### config.mk
export PLATFORM = sky130hd
export DESIGN_NAME = filled_shape_raster_grid
export DESIGN_NICKNAME = d
export VERILOG_FILES = /design/src/fsrg_pkg.sv /design/src/fsrg_ram.sv /design/src/fsrg_ctrl.sv /design/src/fsrg_datapath.sv /design/src/filled_shape_raster_grid.sv
export SDC_FILE = /design/constraint.sdc
export NUM_CORES = 2
export LEC_CHECK = 0
export BUFFER_PORTS_ARGS = -buffer_cell sky130_fd_sc_hd__buf_2
export CAP_MARGIN = 20
export CORE_ASPECT_RATIO = 1.5
export CORE_MARGIN = 8
export CORE_UTILIZATION = 31
export CTS_CLUSTER_DIAMETER = 50
export CTS_CLUSTER_SIZE = 8
export DETAILED_ROUTE_END_ITERATION = 8
export SYNTH_ARGS = -nofsm -noshare
export SYNTH_HDL_FRONTEND = slang
export SYNTH_SLANG_ARGS = --single-unit
### constraint.sdc
create_clock -name aclk -period 29.1 [get_ports aclk]
set_clock_uncertainty 0.05 [all_clocks]
set_input_delay 2.91 -clock aclk [delete_from_list [all_inputs] [get_ports aclk]]
set_output_delay 2.91 -clock aclk [all_outputs]
set_load 0.05 [all_outputs]
### src/fsrg_pkg.sv
// ----------------------------------------------------------------------------
// fsrg_pkg
// Shared constants, operation codes and controller/datapath interface types
// for the filled shape raster grid.
// ----------------------------------------------------------------------------
package fsrg_pkg;

    localparam int ROW_W           = 64;
    localparam int COL_W           = 6;
    localparam int COORD_W         = 10;
    localparam int OP_W            = 3;
    localparam int EXT_W           = 6;
    localparam int RROW_W          = 4;
    localparam int CNT_W           = 7;
    localparam int DEF_GRID_WIDTH  = 64;
    localparam int DEF_GRID_HEIGHT = 16;

    localparam logic [OP_W-1:0] OP_CLEAR    = 3'd0;
    localparam logic [OP_W-1:0] OP_CIRCLE   = 3'd1;
    localparam logic [OP_W-1:0] OP_SQUARE   = 3'd2;
    localparam logic [OP_W-1:0] OP_TRIANGLE = 3'd3;
    localparam logic [OP_W-1:0] OP_READ     = 3'd4;

    typedef struct packed {
        logic load;
        logic clear;
        logic adj_step;
        logic rd_row;
        logic wr_row;
        logic next_row;
        logic capture;
    } fsrg_cmd_t;

    typedef struct packed {
        logic op_clear;
        logic op_draw;
        logic op_circle;
        logic op_read;
        logic count_zero;
        logic adjust;
        logic in_grid;
        logic last_row;
        logic out_free;
    } fsrg_sts_t;

endpackage

### src/fsrg_ram.sv
// ----------------------------------------------------------------------------
// fsrg_ram
// Generic single write port, single read port RAM with registered read data.
// ----------------------------------------------------------------------------
module fsrg_ram #(
    parameter int WIDTH = 64,
    parameter int DEPTH = 16,
    localparam int ADDR_W = (DEPTH > 1) ? $clog2(DEPTH) : 1
) (
    input  logic              aclk,
    input  logic              wr_en,
    input  logic [ADDR_W-1:0] wr_addr,
    input  logic [WIDTH-1:0]  wr_data,
    input  logic              rd_en,
    input  logic [ADDR_W-1:0] rd_addr,
    output logic [WIDTH-1:0]  rd_data
);

    logic [WIDTH-1:0] mem_reg [DEPTH];
    logic [WIDTH-1:0] rd_data_reg;

    always_ff @(posedge aclk) begin
        if (wr_en) begin
            mem_reg[wr_addr] <= wr_data;
        end
        if (rd_en) begin
            rd_data_reg <= mem_reg[rd_addr];
        end
    end

    assign rd_data = rd_data_reg;

endmodule

### src/fsrg_ctrl.sv
// ----------------------------------------------------------------------------
// fsrg_ctrl
// Command sequencer: decodes a word, walks the rows of a shape with one
// read-modify-write per on-grid row; read results go to the output register.
// ----------------------------------------------------------------------------
module fsrg_ctrl (
    input  logic                aclk,
    input  logic                aresetn,
    input  logic                s_valid,
    output logic                s_ready,
    input  fsrg_pkg::fsrg_sts_t sts,
    output fsrg_pkg::fsrg_cmd_t cmd
);
    import fsrg_pkg::*;

    typedef enum logic [5:0] {
        ST_IDLE     = 6'b000001,
        ST_DISPATCH = 6'b000010,
        ST_ADJ      = 6'b000100,
        ST_ROW      = 6'b001000,
        ST_WR       = 6'b010000,
        ST_RESP     = 6'b100000
    } state_t;

    state_t state_reg;
    state_t state_next;

    always_ff @(posedge aclk) begin
        if (!aresetn) begin
            state_reg <= ST_IDLE;
        end else begin
            state_reg <= state_next;
        end
    end

    always_comb begin
        state_next = state_reg;
        cmd        = '0;
        s_ready    = 1'b0;
        case (state_reg)
            ST_IDLE: begin
                s_ready = 1'b1;
                if (s_valid) begin
                    cmd.load   = 1'b1;
                    state_next = ST_DISPATCH;
                end
            end
            ST_DISPATCH: begin
                if (sts.op_clear) begin
                    cmd.clear  = 1'b1;
                    state_next = ST_IDLE;
                end else if (sts.op_read) begin
                    cmd.rd_row = 1'b1;
                    state_next = ST_RESP;
                end else if (sts.op_draw && !sts.count_zero) begin
                    state_next = sts.op_circle ? ST_ADJ : ST_ROW;
                end else begin
                    state_next = ST_IDLE;
                end
            end
            ST_ADJ: begin
                if (sts.adjust) begin
                    cmd.adj_step = 1'b1;
                end else begin
                    state_next = ST_ROW;
                end
            end
            ST_ROW: begin
                if (sts.in_grid) begin
                    cmd.rd_row = 1'b1;
                    state_next = ST_WR;
                end else if (sts.last_row) begin
                    state_next = ST_IDLE;
                end else begin
                    cmd.next_row = 1'b1;
                    state_next   = sts.op_circle ? ST_ADJ : ST_ROW;
                end
            end
            ST_WR: begin
                cmd.wr_row = 1'b1;
                if (sts.last_row) begin
                    state_next = ST_IDLE;
                end else begin
                    cmd.next_row = 1'b1;
                    state_next   = sts.op_circle ? ST_ADJ : ST_ROW;
                end
            end
            ST_RESP: begin
                if (sts.out_free) begin
                    cmd.capture = 1'b1;
                    state_next  = ST_IDLE;
                end
            end
            default: begin
                state_next = ST_IDLE;
            end
        endcase
    end

endmodule

### src/fsrg_datapath.sv
// ----------------------------------------------------------------------------
// fsrg_datapath
// Shape registers, row walker, circle half-width tracker, span mask builder,
// row store with per-row valid bits, and the output register.
// ----------------------------------------------------------------------------
module fsrg_datapath #(
    parameter int GRID_WIDTH  = fsrg_pkg::DEF_GRID_WIDTH,
    parameter int GRID_HEIGHT = fsrg_pkg::DEF_GRID_HEIGHT
) (
    input  logic                              aclk,
    input  logic                              aresetn,
    input  fsrg_pkg::fsrg_cmd_t               cmd,
    output fsrg_pkg::fsrg_sts_t               sts,
    input  logic [fsrg_pkg::OP_W-1:0]         s_operation,
    input  logic signed [7:0]                 s_pos_x,
    input  logic signed [7:0]                 s_pos_y,
    input  logic [fsrg_pkg::EXT_W-1:0]        s_extent,
    input  logic [fsrg_pkg::RROW_W-1:0]       s_read_row,
    output logic                              m_valid,
    input  logic                              m_ready,
    output logic [fsrg_pkg::ROW_W-1:0]        m_row_bits,
    output logic [fsrg_pkg::RROW_W-1:0]       m_row_number
);
    import fsrg_pkg::*;

    localparam int ROW_AW = (GRID_HEIGHT > 1) ? $clog2(GRID_HEIGHT) : 1;
    localparam logic signed [COORD_W-1:0] HEIGHT_C = COORD_W'(GRID_HEIGHT);
    localparam logic signed [COORD_W-1:0] XMAX_C   = COORD_W'(GRID_WIDTH - 1);
    localparam logic [COL_W-1:0]          XMAX_COL = COL_W'(GRID_WIDTH - 1);
    localparam logic [COL_W-1:0]          TOP_COL  = COL_W'(ROW_W - 1);

    logic [OP_W-1:0]                op_reg;
    logic signed [COORD_W-1:0]      bx_reg;
    logic signed [COORD_W-1:0]      by_reg;
    logic [EXT_W-1:0]               ext_reg;
    logic [CNT_W-1:0]               cnt_reg;
    logic [CNT_W-1:0]               k_reg;
    logic [EXT_W-1:0]               w_reg;
    logic [2*EXT_W-1:0]             rsq_reg;
    logic [GRID_HEIGHT-1:0]         valid_reg;
    logic                           m_valid_reg;
    logic [ROW_W-1:0]               row_bits_reg;
    logic [RROW_W-1:0]              row_number_reg;

    logic signed [COORD_W-1:0]      px_s;
    logic signed [COORD_W-1:0]      py_s;
    logic signed [COORD_W-1:0]      ext_in_s;
    logic signed [7:0]              dy;
    logic                           dy_le0;
    logic [EXT_W-1:0]               dy_abs;
    logic [2*EXT_W-1:0]             dy_sq;
    logic [EXT_W:0]                 w_op;
    logic [2*EXT_W:0]               w_sq;
    logic [2*EXT_W+1:0]             dist_sum;
    logic                           grow;
    logic                           shrink;
    logic signed [COORD_W-1:0]      w_s;
    logic signed [COORD_W-1:0]      k_s;
    logic signed [COORD_W-1:0]      ext_s;
    logic signed [COORD_W-1:0]      cur_y;
    logic                           in_grid;
    logic [ROW_AW-1:0]              row_addr;
    logic signed [COORD_W-1:0]      span_lo;
    logic signed [COORD_W-1:0]      span_hi;
    logic                           span_empty;
    logic [COL_W-1:0]               lo_col;
    logic [COL_W-1:0]               hi_col;
    logic [ROW_W-1:0]               span_mask;
    logic                           row_valid;
    logic [ROW_W-1:0]               ram_rd_data;
    logic [ROW_W-1:0]               old_row;

    // input decode
    assign px_s     = {{(COORD_W-8){s_pos_x[7]}}, s_pos_x};
    assign py_s     = {{(COORD_W-8){s_pos_y[7]}}, s_pos_y};
    assign ext_in_s = {{(COORD_W-EXT_W){1'b0}}, s_extent};

    always_ff @(posedge aclk) begin
        if (cmd.load) begin
            op_reg  <= s_operation;
            bx_reg  <= px_s;
            ext_reg <= s_extent;
            k_reg   <= '0;
            w_reg   <= '0;
            rsq_reg <= s_extent * s_extent;
            case (s_operation)
                OP_CIRCLE: begin
                    by_reg  <= py_s - ext_in_s;
                    cnt_reg <= {s_extent, 1'b1};
                end
                OP_READ: begin
                    by_reg  <= {{(COORD_W-RROW_W){1'b0}}, s_read_row};
                    cnt_reg <= {1'b0, s_extent};
                end
                default: begin
                    by_reg  <= py_s;
                    cnt_reg <= {1'b0, s_extent};
                end
            endcase
        end else begin
            if (cmd.next_row) begin
                k_reg <= k_reg + 1'b1;
            end
            if (cmd.adj_step) begin
                w_reg <= grow ? w_reg + 1'b1 : w_reg - 1'b1;
            end
        end
        if (cmd.capture) begin
            row_bits_reg   <= row_valid ? ram_rd_data : '0;
            row_number_reg <= cur_y[RROW_W-1:0];
        end
    end

    always_ff @(posedge aclk) begin
        if (!aresetn) begin
            valid_reg   <= '0;
            m_valid_reg <= 1'b0;
        end else begin
            if (cmd.clear) begin
                valid_reg <= '0;
            end else if (cmd.wr_row) begin
                valid_reg[row_addr] <= 1'b1;
            end
            if (cmd.capture) begin
                m_valid_reg <= 1'b1;
            end else if (m_ready) begin
                m_valid_reg <= 1'b0;
            end
        end
    end

    // circle half-width tracking
    assign dy       = $signed({1'b0, k_reg}) - $signed({2'b00, ext_reg});
    assign dy_le0   = dy[7] || (dy == '0);
    assign dy_abs   = dy[7] ? EXT_W'(-dy) : dy[EXT_W-1:0];
    assign dy_sq    = dy_abs * dy_abs;
    assign w_op     = dy_le0 ? {1'b0, w_reg} + 1'b1 : {1'b0, w_reg};
    assign w_sq     = (2*EXT_W+1)'(w_op * w_op);
    assign dist_sum = {1'b0, w_sq} + {2'b00, dy_sq};
    assign grow     = dy_le0 && (dist_sum <= {2'b00, rsq_reg});
    assign shrink   = !dy_le0 && (dist_sum > {2'b00, rsq_reg});

    // current row
    assign w_s      = {{(COORD_W-EXT_W){1'b0}}, w_reg};
    assign k_s      = {{(COORD_W-CNT_W){1'b0}}, k_reg};
    assign ext_s    = {{(COORD_W-EXT_W){1'b0}}, ext_reg};
    assign cur_y    = by_reg + k_s;
    assign in_grid  = !cur_y[COORD_W-1] && (cur_y < HEIGHT_C);
    assign row_addr = cur_y[ROW_AW-1:0];

    // span of the current row
    always_comb begin
        case (op_reg)
            OP_CIRCLE: begin
                span_lo = bx_reg - w_s;
                span_hi = bx_reg + w_s;
            end
            OP_SQUARE: begin
                span_lo = bx_reg;
                span_hi = bx_reg + ext_s - COORD_W'(1);
            end
            OP_TRIANGLE: begin
                span_lo = bx_reg - k_s;
                span_hi = bx_reg + k_s;
            end
            default: begin
                span_lo = bx_reg;
                span_hi = bx_reg;
            end
        endcase
    end

    assign span_empty = span_hi[COORD_W-1] || (span_lo > XMAX_C) || (span_lo > span_hi);
    assign lo_col     = span_lo[COORD_W-1] ? '0 : span_lo[COL_W-1:0];
    assign hi_col     = (span_hi > XMAX_C) ? XMAX_COL : span_hi[COL_W-1:0];
    assign span_mask  = span_empty ? '0 :
                        (({ROW_W{1'b1}} << lo_col) & ({ROW_W{1'b1}} >> (TOP_COL - hi_col)));

    // row store
    assign row_valid = in_grid && valid_reg[row_addr];
    assign old_row   = row_valid ? ram_rd_data : '0;

    fsrg_ram #(
        .WIDTH (ROW_W),
        .DEPTH (GRID_HEIGHT)
    ) u_row_ram (
        .aclk    (aclk),
        .wr_en   (cmd.wr_row),
        .wr_addr (row_addr),
        .wr_data (old_row | span_mask),
        .rd_en   (cmd.rd_row),
        .rd_addr (row_addr),
        .rd_data (ram_rd_data)
    );

    // status
    always_comb begin
        sts.op_clear   = (op_reg == OP_CLEAR);
        sts.op_circle  = (op_reg == OP_CIRCLE);
        sts.op_read    = (op_reg == OP_READ);
        sts.op_draw    = (op_reg == OP_CIRCLE) || (op_reg == OP_SQUARE) ||
                         (op_reg == OP_TRIANGLE);
        sts.count_zero = (cnt_reg == '0);
        sts.adjust     = (op_reg == OP_CIRCLE) && (grow || shrink);
        sts.in_grid    = in_grid;
        sts.last_row   = (k_reg == cnt_reg - 1'b1);
        sts.out_free   = !m_valid_reg || m_ready;
    end

    assign m_valid      = m_valid_reg;
    assign m_row_bits   = row_bits_reg;
    assign m_row_number = row_number_reg;

endmodule

### src/filled_shape_raster_grid.sv
// ----------------------------------------------------------------------------
// filled_shape_raster_grid
// One-bit-per-pixel raster grid with filled circle, square and triangle
// drawing, whole-grid clear, and row read-back.
//
// Input channel s_*: one command word per handshake (clear, circle, square,
// triangle, read row). Output channel m_*: one word per read command, none
// for other commands.
// A new word is taken whenever the sequencer is idle, also while an earlier
// read result still waits in the output register.
// A draw reads and rewrites each row that lands on the grid and skips each
// row off it; the row read-modify-write through the single row RAM sets the
// pace. A circle also adjusts its half-width before each row.
// Reset blanks the grid at once through per-row valid bits and empties the
// output register. If the receiver stalls, a read result holds in m_*
// and a following read waits until it is taken; draws go on regardless.
// ----------------------------------------------------------------------------
module filled_shape_raster_grid #(
    parameter int GRID_WIDTH  = fsrg_pkg::DEF_GRID_WIDTH,
    parameter int GRID_HEIGHT = fsrg_pkg::DEF_GRID_HEIGHT
) (
    input  logic                          aclk,
    input  logic                          aresetn,
    input  logic                          s_valid,
    output logic                          s_ready,
    input  logic [fsrg_pkg::OP_W-1:0]     s_operation,
    input  logic signed [7:0]             s_pos_x,
    input  logic signed [7:0]             s_pos_y,
    input  logic [fsrg_pkg::EXT_W-1:0]    s_extent,
    input  logic [fsrg_pkg::RROW_W-1:0]   s_read_row,
    output logic                          m_valid,
    input  logic                          m_ready,
    output logic [fsrg_pkg::ROW_W-1:0]    m_row_bits,
    output logic [fsrg_pkg::RROW_W-1:0]   m_row_number
);
    import fsrg_pkg::*;

    fsrg_cmd_t cmd;
    fsrg_sts_t sts;

    fsrg_ctrl u_ctrl (
        .aclk    (aclk),
        .aresetn (aresetn),
        .s_valid (s_valid),
        .s_ready (s_ready),
        .sts     (sts),
        .cmd     (cmd)
    );

    fsrg_datapath #(
        .GRID_WIDTH  (GRID_WIDTH),
        .GRID_HEIGHT (GRID_HEIGHT)
    ) u_datapath (
        .aclk         (aclk),
        .aresetn      (aresetn),
        .cmd          (cmd),
        .sts          (sts),
        .s_operation  (s_operation),
        .s_pos_x      (s_pos_x),
        .s_pos_y      (s_pos_y),
        .s_extent     (s_extent),
        .s_read_row   (s_read_row),
        .m_valid      (m_valid),
        .m_ready      (m_ready),
        .m_row_bits   (m_row_bits),
        .m_row_number (m_row_number)
    );

endmodule
* Word-level counts from Yosys, hierarchy flattened *
Memory sizes are Yosys's and may differ from the RTL's. A register that Yosys moved wholly into a read port is not among the register bits.
Index checks and enable logic that the tools add are counted.

operators by class
  multiplexer cells = 46
  reductions and logical operators = 24
  eq/ne operators = 16
  $lt $le $gt $ge = 8
  bitwise gates (word level) = 4
  divide/modulo/power cells = 0
  $add $sub $neg = 17
  shift operators = 2
  $mul = 3

operators with widths
  operator                                                         count
  two-way mux 64 bit                                               2
  two-way mux 6 bit                                                13
  AND 64 bit                                                       1
  OR 64 bit                                                        1
  left shift 64 x 6 -> 64 bit (first input constant)               1
  right shift 64 x 6 -> 64 bit (first input constant)              1
  one-hot mux 10 bit (2 select lines)                              2
  one-hot mux 6 bit (6 select lines)                               1
  one-hot mux 10 bit (3 select lines)                              1
  multiplier 6 x 6 -> 12 bit                                       2
  two-way mux 1 bit                                                21
  greater-than comparator 10 x 7 -> 1 bit (second input constant)  2
  adder 8 x 7 -> 9 bit                                             2
  subtractor 8 x 7 -> 9 bit                                        2
  OR 16 bit                                                        1
  adder 13 x 12 -> 14 bit                                          1
  greater-than comparator 14 x 12 -> 1 bit                         1
  less-or-equal comparator 14 x 12 -> 1 bit                        1
  multiplier 7 x 7 -> 13 bit                                       1
  adder 10 x 8 -> 10 bit                                           1
  greater-than comparator 10 bit                                   1
  less-than comparator 10 x 6 -> 1 bit (second input constant)     1
  subtractor 10 x 2 -> 10 bit (second input constant)              1
  adder 8 x 8 -> 9 bit                                             1
  37 further kinds                                                 58

storage, ports and cells
  register bits = 150
  memories kept = 1
  logic and storage cells = 136
  RAM bits = 1024
  input port bits = 33
  latch bits = 0
  memory bits (read-only) = 0

memory list
  name                          depth  width  read ports  clocked after memory_dff  wr ports  line            text
  u_datapath.u_row_ram.mem_reg  16     64     1           1                         1         fsrg_ram.sv:19  logic [WIDTH-1:0] mem_reg [DEPTH];

* Depth between registers and ports, before layout *
  word-level depth = 12
  gate-level depth with buffers = 48
  mapped depth without buffers = 48

* Hierarchy *
Synthesis repeated with hierarchy kept, for this count alone.

unflattened totals
  cell total of the unflattened synthesis = 3183
  area total of the unflattened synthesis = 54229.5 um2

modules (own cells, without submodules)
  module         sequential area each (um2)  instances  cells an instance  area an instance (um2)
  fsrg_ram       32671.3                     1          1647               40223.6
  fsrg_datapath  3933.8                      1          1483               13528.0
  fsrg_ctrl      120.1                       1          53                 478.0

* Worst setup path after synthesis *
Ideal clock, no wire load.

  kind = register -> register
  start point = register u_datapath.k_reg[0]
  end point = register u_datapath.w_reg[5]
  cell stages (with the launch flop) = 49
  data required time = 28980 ps
  data arrival time = 10014 ps
  slack = 18966 ps
  cells stage by stage = dfxtp_1 inv_1 ha_1 inv_1 fa_1 a211oi_1 nor2_1 xor2_1 a2111oi_2 a31oi_1 nor4b_1 xnor2_1 nor2_1 xor2_1 ha_1 inv_1 fa_1 inv_1 [13 not listed] a21oi_1 o21bai_1 a21oi_1 xnor2_1 ha_1 and4b_1 and3b_1 o221a_2 ha_1 inv_1 ha_1 a21o_1 a21o_1 a21o_1 a21oi_1 xnor2_1 or3_1 a21oi_1

on the way
  word-level cells in the longest chain between the ends = 12
  elaborated cells between the ends (all ways) = 19
  classes of those cells = 3 x add/sub; 2 x mul; 2 x order compare; 5 x mux; 7 x reduce/logical

ends and longest elaborated chain
  what                                                                              line                  text
  from (decl)                                                                       fsrg_datapath.sv:37   logic [CNT_W-1:0] k_reg;
  from (signal assigned)                                                            fsrg_datapath.sv:102  k_reg <= k_reg + 1'b1;
  subtractor 7 x 6 -> 8 bit *                                                       fsrg_datapath.sv:133  assign dy = $signed({1'b0, k_reg}) - $signed({2'b00, ext_reg});
  parallel branches: the longest is 11 deep, another holds adder 13 x 12 -> 14 bit  -
  to (signal assigned)                                                              fsrg_datapath.sv:105  w_reg <= grow ? w_reg + 1'b1 : w_reg - 1'b1;
  to (decl)                                                                         fsrg_datapath.sv:38   logic [EXT_W-1:0] w_reg;

Every way passes the cells marked *.
A chain may end at the register's enable or synchronous reset.

* Worst setup path in the final report *
Ends and elaborated chain as after synthesis.

==> run metrics <==
slowest CP cell=a31oi_1; DRT Pass-1 Iters=6; final hold vios=0; CTS Root Cell=clkbuf_16; Clock transition at path regs=0.06 ns; GR Overflow Total=0; die span in y=526 um; Tcrit/Tclk final=39.0%; CTS tree=done; Max Fclk=88.2 MHz; post-synthesis instance area=0.0537 mm2; buffers and inverters on the worst path=6; Slew HR=24.0%; core area=0.173 mm2; RSZ-0062 raised after global routing=no; post-CTS sizing=0; crit-path max FO=10; IR Drop Worst-Case VDD=0.0669 mV; DRC=0; CTS Hold Buffers Added=0; R2R setup slack=17.76 ns; outcome=completed; initial antenna violation count=11; Synthesis Warnings=0; starting density of the core=31.1%; Async S/R FF share, synth=0%; Clock Power Share=38.5%; min Tclk post-route=11.34 ns; PortBufs=102; number of cells on the critical path=44; Hold Path End=u_datapath.valid_reg[2]; Placer Congestion=0.875; Max clock buf depth=3; max FFs per register=1024; Logic pwr share=18.5%; Fin Setup TNS=0 ns; flops & latches, synth=1235; Hold Crit Class=flop to flop; worst path required time=29.74 ns; arrival time worst endpoint=11.98 ns; Synth Instances=2981; vias per inst=5.33; hold depth=1; clock buffer count from CTS=178; Layout area overhead=16.0%; Final ANT Viol Nets=0; WL final=143000 um; critical path class=flop to flop; worst-skew pair later-pin latency=0.77 ns; Die Wd=356 um; Rows=187; CP peak stage delay=0.77 ns; HPWL after DPL=85400 um; via count=29436; Pint=3.55 mW; leak pwr=21.3 nW; Worst setup EP type=flop; Worst Setup Start Kind=flop; drt first-iter violations=2972; Power Total=4.81 mW; sequential share of the synthesized area=68.4%; R2R cell count=44; Top Ports=103; Non-Filler Instances=5522; maximum number of pins on one net before global-route repair=100; syn_area_per_cell=18.0 um2; full die area=0.187 mm2; clock sinks=1235; Tot GR Track Use=15.0%; HP Start=u_datapath.valid_reg[2]; hold_ws=0.407 ns; Net Switching=1.27 mW; CP delay by family, top=adder cells; first-pass GRT wire length=209000 um; Max Cap Viol=0; Post-CTS Setup Inserts=0; Cell variety after synth=78; Final Util=36.1%; nets=3419; most used cell, CP=ha_1; vias in the first global route=30417; fin. max-slew vios=0; power per cell area=77.3 mW/mm2; sequential share of power=43.1%; H-tree depth=4; sw frac=26.3%; Crit Reg-Reg Startpoint=u_datapath.k_reg[0]; Synth Flop Type=edfxtp_1; Worst Tran Pin Value=1.13 ns; final setup vio count=0; layout cells sized above 1=24.5%; placed insts=5294; number of flops mapped to enable cells by yosys=1199; WL/cell=26.0 um; r2r endpoint=u_datapath.w_reg[5]
## per-stage QoR
step / area [um2] / setup WS [ns]
global placement: 57200 / 17.92
finish: 62300 / 17.76
global route: 62300 / 16.99
CTS: 62300 / 17.77
detailed placement: 57300 / 17.82
floorplan: 53700 / 18.97
## worst max-delay path by stage
| stage | from | end | slack, ns |
|---|---|---|---|
| 5_1_grt | u_datapath.k_reg[0] | u_datapath.w_reg[5] | 16.99 |
| 3_3_place_gp | u_datapath.k_reg[0] | u_datapath.w_reg[5] | 17.92 |
| 2_1_floorplan | u_datapath.k_reg[0] | u_datapath.w_reg[5] | 18.97 |
| 6_report | u_datapath.k_reg[0] | u_datapath.w_reg[5] | 17.76 |
| 3_5_place_dp | u_datapath.k_reg[0] | u_datapath.w_reg[5] | 17.82 |
| 4_1_cts | u_datapath.k_reg[0] | u_datapath.w_reg[5] | 17.77 |
## cell usage in the layout (no fill, tap or decap), drive strengths merged, types with 17 or more instances in the layout
cell type  count
edfxtp      1199
dfxtp         36
ha           132
fa            45
mux4         325
nand3         28
xor2          32
nand2        120
nor2b         20
and2          19
a31o          52
nor3          28
a21oi         55
nand4         19
clkbuf       206
nand2b        20
xnor2         48
inv          140
and3          71
nor2         134
a21o          32
o21a          29
buf          173
o211ai        17
o21ai         69
## routing by layer
layer / vias up / wire, um / global-route usage [%]
li1: 12412 / - / -
met1: 15493 / 59500 / 20.0
met2: 1233 / 69500 / 24.7
met3: 292 / 9970 / 2.94
met4: 6 / 4430 / 4.97
met5: - / 41 / 0
## cell usage after synthesis, types with 7 or more instances
master	number	area, um2
a211oi_1	12	90.1
a21boi_0	7	52.6
a21o_1	32	240
a21oi_1	54	270
a22oi_1	12	90.1
a31o_2	51	447
and2_1	18	113
and3_1	71	444
buf_1	24	90.1
clkbuf_1	94	353
dfxtp_1	36	721
edfxtp_1	1199	36000
fa_1	45	901
ha_1	132	1650
inv_1	134	503
mux2i_1	13	130
mux4_2	325	7320
nand2_1	120	450
nand2b_1	20	125
nand3_1	28	140
nand4_1	19	119
nor2_1	134	503
nor2b_1	20	125
nor3_1	28	140
o211ai_1	17	128
o21a_1	29	218
o21ai_0	66	330
o21bai_1	16	120
o31ai_1	10	75.1
or2_2	10	62.6
or3_1	13	81.3
xnor2_1	48	420
xor2_1	32	280
## area by class of cell
type	count	area (um2)
inverter	136	510
fill	16076	110000
timing repair buffer	174	1140
multi-input combinational	1484	16100
antenna	1	2.50
sequential	1235	36700
clock inverter	19	184
clock buffer	205	4760
tap	2268	2840
## kinds of logic after synthesis
group	Yosys count	share of synthesized area [%]
AOI/OAI and AO/OA	369	4.88
xor gates and xnor gates	81	1.35
adders and majority gates	177	4.75
buffers and inverters	264	1.89
DFF	1235	68.4
muxes	341	13.9
other	1	0.00699
and+or+nand+nor	513	4.77
## power groups by stage
stage	clock network, mW	logic, mW	registers [mW]
floorplan	0	0.638	2.10
CTS	1.89	0.895	2.07
finish	1.85	0.889	2.07
global route	1.96	0.979	2.07
global placement	0	0.880	2.11
detailed placement	0	0.893	2.11
No activity file was read; power rests on OpenSTA's default activity.
